### src/rtl/core/lfrt_pkg.sv
// ----------------------------------------------------------------------------
// lfrt_pkg
// Shared types and constants for the longest free run tracker: field widths,
// bitmap word geometry, sequencer states and histogram request encoding.
// ----------------------------------------------------------------------------
`default_nettype none

package lfrt_pkg;

	// field widths
	localparam int VAL_W  = 10;
	localparam int RUN_W  = 11;

	// bitmap word geometry
	localparam int WORD_W = 32;
	localparam int OFF_W  = 5;
	localparam int CUT_W  = OFF_W + 1;
	localparam int WIDX_W = VAL_W - OFF_W;

	// storage defaults and the largest range the value field can address
	localparam int NUM_SLOTS_DEF = 1024;
	localparam int MAX_RANGE     = 2 ** VAL_W;
	localparam logic [VAL_W-1:0] TOP_RESET = VAL_W'(MAX_RANGE - 1);

	// sequencer states
	typedef enum logic [3:0] {
		ST_CLEAR,
		ST_IDLE,
		ST_TEST,
		ST_LSCAN,
		ST_RSCAN,
		ST_UPD,
		ST_INCL,
		ST_INCR,
		ST_RDMAX,
		ST_WALK,
		ST_DONE
	} lfrt_state_t;

	// histogram operations
	typedef enum logic [1:0] {
		HOP_READ,
		HOP_INC,
		HOP_DEC,
		HOP_SET
	} hist_op_t;

	typedef struct packed {
		logic     en;
		hist_op_t op;
		logic     set_one;
	} hist_req_t;

	// nearest deleted bits inside the word just read
	typedef struct packed {
		logic             down_hit;
		logic [OFF_W-1:0] down_pos;
		logic             up_hit;
		logic [OFF_W-1:0] up_pos;
	} bm_probe_t;

endpackage

`default_nettype wire

### src/rtl/core/lfrt_bitmap.sv
// ----------------------------------------------------------------------------
// lfrt_bitmap
// Deletion bitmap held as 32-bit words in a synchronous memory, with the
// in-word search for the nearest deleted bit below and above a cut point.
// ----------------------------------------------------------------------------
`default_nettype none

module lfrt_bitmap #(
	parameter int NWORDS  = 32,
	parameter int WADDR_W = 5
) (
	input  wire logic                              clk,
	input  wire logic                              rd_en,
	input  wire logic [WADDR_W-1:0]                rd_addr,
	input  wire logic                              wr_en,
	input  wire logic [WADDR_W-1:0]                wr_addr,
	input  wire logic [lfrt_pkg::WORD_W-1:0]       wr_data,
	input  wire logic [lfrt_pkg::CUT_W-1:0]        down_cut,
	input  wire logic [lfrt_pkg::CUT_W-1:0]        up_cut,
	output logic [lfrt_pkg::WORD_W-1:0]            rd_word,
	output lfrt_pkg::bm_probe_t                    probe
);

	logic [lfrt_pkg::WORD_W-1:0] mem [NWORDS];
	logic [lfrt_pkg::WORD_W-1:0] rd_word_q;

	// word memory, one read and one write port, registered read
	always_ff @(posedge clk) begin
		if (wr_en) begin
			mem[wr_addr] <= wr_data;
		end
		if (rd_en) begin
			rd_word_q <= mem[rd_addr];
		end
	end

	assign rd_word = rd_word_q;

	// highest set bit below down_cut, lowest set bit at or above up_cut
	always_comb begin
		probe = '0;
		for (int i = 0; i < lfrt_pkg::WORD_W; i++) begin
			if (rd_word_q[i] && (lfrt_pkg::CUT_W'(i) < down_cut)) begin
				probe.down_hit = 1'b1;
				probe.down_pos = lfrt_pkg::OFF_W'(i);
			end
		end
		for (int i = lfrt_pkg::WORD_W - 1; i >= 0; i--) begin
			if (rd_word_q[i] && (lfrt_pkg::CUT_W'(i) >= up_cut)) begin
				probe.up_hit = 1'b1;
				probe.up_pos = lfrt_pkg::OFF_W'(i);
			end
		end
	end

endmodule

`default_nettype wire

### config.mk
export PLATFORM = sky130hd
export DESIGN_NAME = lfrt_bitmap
export DESIGN_NICKNAME = d
export VERILOG_FILES = /design/src/rtl/core/lfrt_pkg.sv /design/src/rtl/core/lfrt_bitmap.sv
export SDC_FILE = /design/constraint.sdc
export NUM_CORES = 1
export LEC_CHECK = 0
export ABC_AREA = 1
export BUFFER_PORTS_ARGS = -buffer_cell sky130_fd_sc_hd__buf_2
export CORE_ASPECT_RATIO = 0.8
export CORE_MARGIN = 10
export CORE_UTILIZATION = 25
export CTS_CLUSTER_SIZE = 10
export DETAILED_ROUTE_END_ITERATION = 10
export PLACE_DENSITY = 0.5
export SLEW_MARGIN = 20
export SYNTH_ARGS = -nofsm -noshare
export SYNTH_HDL_FRONTEND = slang
export SYNTH_SLANG_ARGS = --single-unit
### constraint.sdc
create_clock -name clk -period 2.65 [get_ports clk]
set_input_delay 0.265 -clock clk [delete_from_list [all_inputs] [get_ports clk]]
set_output_delay 0.265 -clock clk [all_outputs]
set_load 0.01 [all_outputs]
=== Yosys cells after proc, flatten, opt, wreduce, memory -nomap -nowiden ===
Memory sizes are Yosys's and may differ from the RTL's. A register that Yosys moved wholly into a read port is not among the register bits.
Cells that the tools add are included.

* Flip-flop bits (word level): 0
* Latch bits: 0
* Bits in writable memories: 1,024
* Bits in read-only memories: 0
* Memories: 1

* Add/subtract/negate cells: 0
* Multipliers: 0
* Div/mod/pow operators: 0
* $lt $le $gt $ge: 64
* Equal/unequal tests: 0
* Shifts and indexed selects: 0
* Multiplexer cells: 66
* Bitwise operators: 0
* Reductions and logical operators: 64

{| class="wikitable"
|+ Memories
! name !! words !! width !! read ports !! clocked after Yosys merged registers in !! wr ports !! line !! RTL
|-
| mem || 32 || 32 || 1 || 1 || 1 || lfrt_bitmap.sv:24 || <nowiki>logic [lfrt_pkg::WORD_W-1:0] mem [NWORDS];</nowiki>
|}

{| class="wikitable"
|+ Operators with widths
! kind !! number
|-
| $mux W6 || 64
|-
| $ge A5 B6 Y1 const A || 16
|-
| $lt A5 B6 Y1 const A || 16
|-
| $logic_and A1 B1 Y1 || 64
|-
| $ge A4 B6 Y1 const A || 8
|-
| $lt A4 B6 Y1 const A || 8
|-
| $ge A3 B6 Y1 const A || 4
|-
| $lt A3 B6 Y1 const A || 4
|-
| $ge A1 B6 Y1 const A || 2
|-
| $ge A2 B6 Y1 const A || 2
|-
| $lt A1 B6 Y1 const A || 2
|-
| $lt A2 B6 Y1 const A || 2
|-
| $mux W1 || 2
|}

=== Depth between registers and ports, before layout ===
* Word-level depth: 34
* Depth in mapped cells: 33
* Depth with buffers taken out: 32

=== Worst setup path before layout ===
No wires, ideal clock.

* Path kind: input to register
* From: in wr_addr[1]
* To: mem mem[0][0] (netlist bit), enable pin
* Library setup time: 0.421 ns
* Arrival: 1.920 ns
* Setup slack: 0.309 ns
* Cell stages on the path: 3
* Buffers on the path: 0
* Cell sequence: inv_1 > nand3_1 > nor2_1

{| class="wikitable"
|+ RTL lines
! what !! line !! RTL
|-
| start, declared || lfrt_bitmap.sv:16 || <nowiki>input wire logic [WADDR_W-1:0] wr_addr,</nowiki>
|-
| end, declared || lfrt_bitmap.sv:24 ||
|}

Straight into the memory's write port.

==> flow_metrics.tcl <==
set metrics [dict create \
    grt_pass1_vias 26828 \
    fillers 16793 \
    drc 0 \
    grt_overflow 0 \
    area_growth_pct 20.2 \
    grt_max_degree 105 \
    final-seq-area_um2 31700 \
    path_class "register to output port" \
    drt_iter0_drc 3005 \
    cp_slowest_stage_delay_ns 0.37 \
    violations "setup timing" \
    crit_slowest_cell "edfxtp_1" \
    hold_class "input port to register" \
    clock_latency_ns 0.73 \
    cts_tree "done" \
    end_kind "output port" \
    fin_nets 3432 \
    syn_avg_cell_area_um2 13.3 \
    slew_violations 0 \
    crit_arrival_ns 2.90 \
    final_core_util 0.303 \
    synthesis.nets 3213 \
    cp_max_fo 2 \
    finClkSkew_ns 0.0433 \
    cts_buffer_depth 3 \
    dieHeight_um 387 \
    core-area_um2 167000 \
    worst_path_most_repeated_cell "nand2_1" \
    gr-usage-all-layers 0.143 \
    timing.max_cap.violations 0 \
    avgRoutedWirePerCell_um 24.5 \
    die_w_um 478 \
    drive_above_1_share 0.150 \
    num_vias 27991 \
    ys_warn_count 0 \
    hpwl_mm 74.9 \
    start_util 0.252 \
    rows 134 \
    synth.distinct_cells 34 \
    die_area_um2 185000 \
    synth_seq_area_share 0.755 \
    vias_per_cell 4.97 \
    netlist_area_um2 42000 \
    clock-sinks 1056 \
    ys_seq_elements 1056 \
    setup_slack_ns -0.515 \
    slew_headroom 0.502 \
    clkSlewWorstSetupHoldPaths_ns 0.05 \
    htree_num_levels 3 \
    setup_viol 4 \
    critical_path_required_ns 2.38 \
    grt_first_pass_wirelength_mm 198 \
    cts_buffers 116 \
    powerDensity_nw_per_um2 702 \
    layout.cells.non_filler 5633 \
    peakVddDrop_mv 0.556 \
    leakage_uw 0.0160 \
    cts-root-buf "clkbuf_16" \
    multi_input_area_um2 9550 \
    ant_nets 0 \
    fmax_ghz 0.316 \
    placed_cells 5474 \
    dr.pass1.iters 5 \
    outcome "finished, violations left" \
    synth_cells 3156 \
    grt_antenna_before_repair 33 \
    gp_congestion 0.871 \
    rsz0062_at_grt "yes" \
    io_pins 101 \
    drt_wl_total_mm 138 \
    start_kind "register" \
    final_hold_viol_count 0 \
    io_buffer_count 100 \
    finalCriticalPeriod_ns 3.17 \
    finalCritPeriodShare 1.19 \
    tightest_slew_ns 0.748 \
]
flip-flops by register name, summed over array words and instances, names as in the netlist:
name / cells
mem: 1024
rd_word: 32
metal layers:
metal | GRT usage | wire length, um | share of wire | vias to the layer above
li1 | - | - | - | 12405
met1 | 0.206 | 62800 | 0.45 | 14339
met2 | 0.222 | 62500 | 0.45 | 1015
met3 | 0.0281 | 9690 | 0.070 | 222
met4 | 0.0320 | 3070 | 0.022 | 10
met5 | 0 | 69 | 0.00050 | -
worst max-delay path: cells and delay by family, from the launching register on:
kind | cells | cell delay (ns)
AND/OR/NAND/NOR | 28 | 1.48
flip-flops | 1 | 0.37
buffers and inverters | 2 | 0.19
AO/OA/AOI/OAI | 1 | 0.10
cells by family after synthesis:
family,Yosys count,share of synthesized area
buffers and inverters,283,0.0255
AOI/OAI and AO/OA,918,0.135
DFF,1056,0.755
and+or+nand+nor,899,0.0852
cell usage in the layout (no fill, tap or decap), drive strengths merged:
cell type,instances
o211ai,17
nand3,97
diode,4
a211oi,1
o22ai,56
clkbuf,122
a31oi,39
o31ai,1
dlygate4sd3,3
a32oi,31
buf,314
o21ai,560
nor4,2
and2,1
edfxtp,1056
nand4,2
nor3,9
o221ai,200
clkinv,3
o311ai,1
a21boi,1
nand2,138
inv,70
o21bai,2
a21oi,9
nor2,650
area by class of cell:
class,count,share of cell area
antenna,4,0.000198
clock buffer,121,0.0583
clock inverter,7,0.00240
inverter,66,0.00535
multi-input combinational,1817,0.189
sequential,1056,0.628
tap,2244,0.0556
timing repair buffer,318,0.0614
power by group:
| group | internal [uW] | switching, uW | total [uW] |
|---|---|---|---|
| sequential | 18600 | 93.1 | 18700 |
| clock | 7770 | 6260 | 14000 |
| combinational | 858 | 1850 | 2710 |
stage by stage:
step / setup WS [ns] / setup TNS (ns) / hold slack [ns] / power, uW / cell area [um2]
final: -0.515 / -1.09 / 0.0470 / 35500 / 50500
after global routing: -0.855 / -2.76 / 0.0490 / 36700 / 50500
after CTS: -0.519 / -1.16 / 0.000282 / 35700 / 50400
after detailed placement: -0.0110 / -0.0110 / 0.786 / 21700 / 47100
after global placement: -0.119 / -0.132 / 0.777 / 21700 / 47100
after floorplan: 0.309 / 0 / 0.364 / 20300 / 42000
cells in the mapped netlist, drive strengths merged:
cell	number	share of area
edfxtp	1056	0.75
nor3	9	0.0011
buf	14	0.0014
o221ai	200	0.042
inv	66	0.0059
a32oi	31	0.0065
o22ai	56	0.0083
a21oi	9	0.0012
a31oi	39	0.0058
and2	1	0.00015
a21boi	1	0.00018
o211ai	17	0.0032
o311ai	1	0.00021
o31ai	1	0.00018
nand3	97	0.012
o21ai	560	0.067
a211oi	1	0.00018
nor2	650	0.059
clkbuf	203	0.018
nand2	138	0.013
o21bai	2	0.00036
nand4	2	0.00030
nor4	2	0.00030
final timing paths:
kind                from           to  slack [ns]  cells after the start
min          wr_data[12]  mem[26][12]        0.05                      1
max reg2reg  mem[26][29]  rd_word[29]        0.82                      7
max          rd_word[31]     probe[0]       -0.52                     31
min reg2reg   mem[27][0]   rd_word[0]        0.89                      4
timing repair:
| action | CTS | global route |
|---|---|---|
| hold buffers | 3 | 0 |
| pin swaps | 15 | 10 |
| hold endpoints to repair | 42 | 0 |
| setup buffers | 17 | 10 |
| setup endpoints to repair | 7 | 11 |
| resized for setup | 13 | 16 |
(Power assumes the default switching activity.)
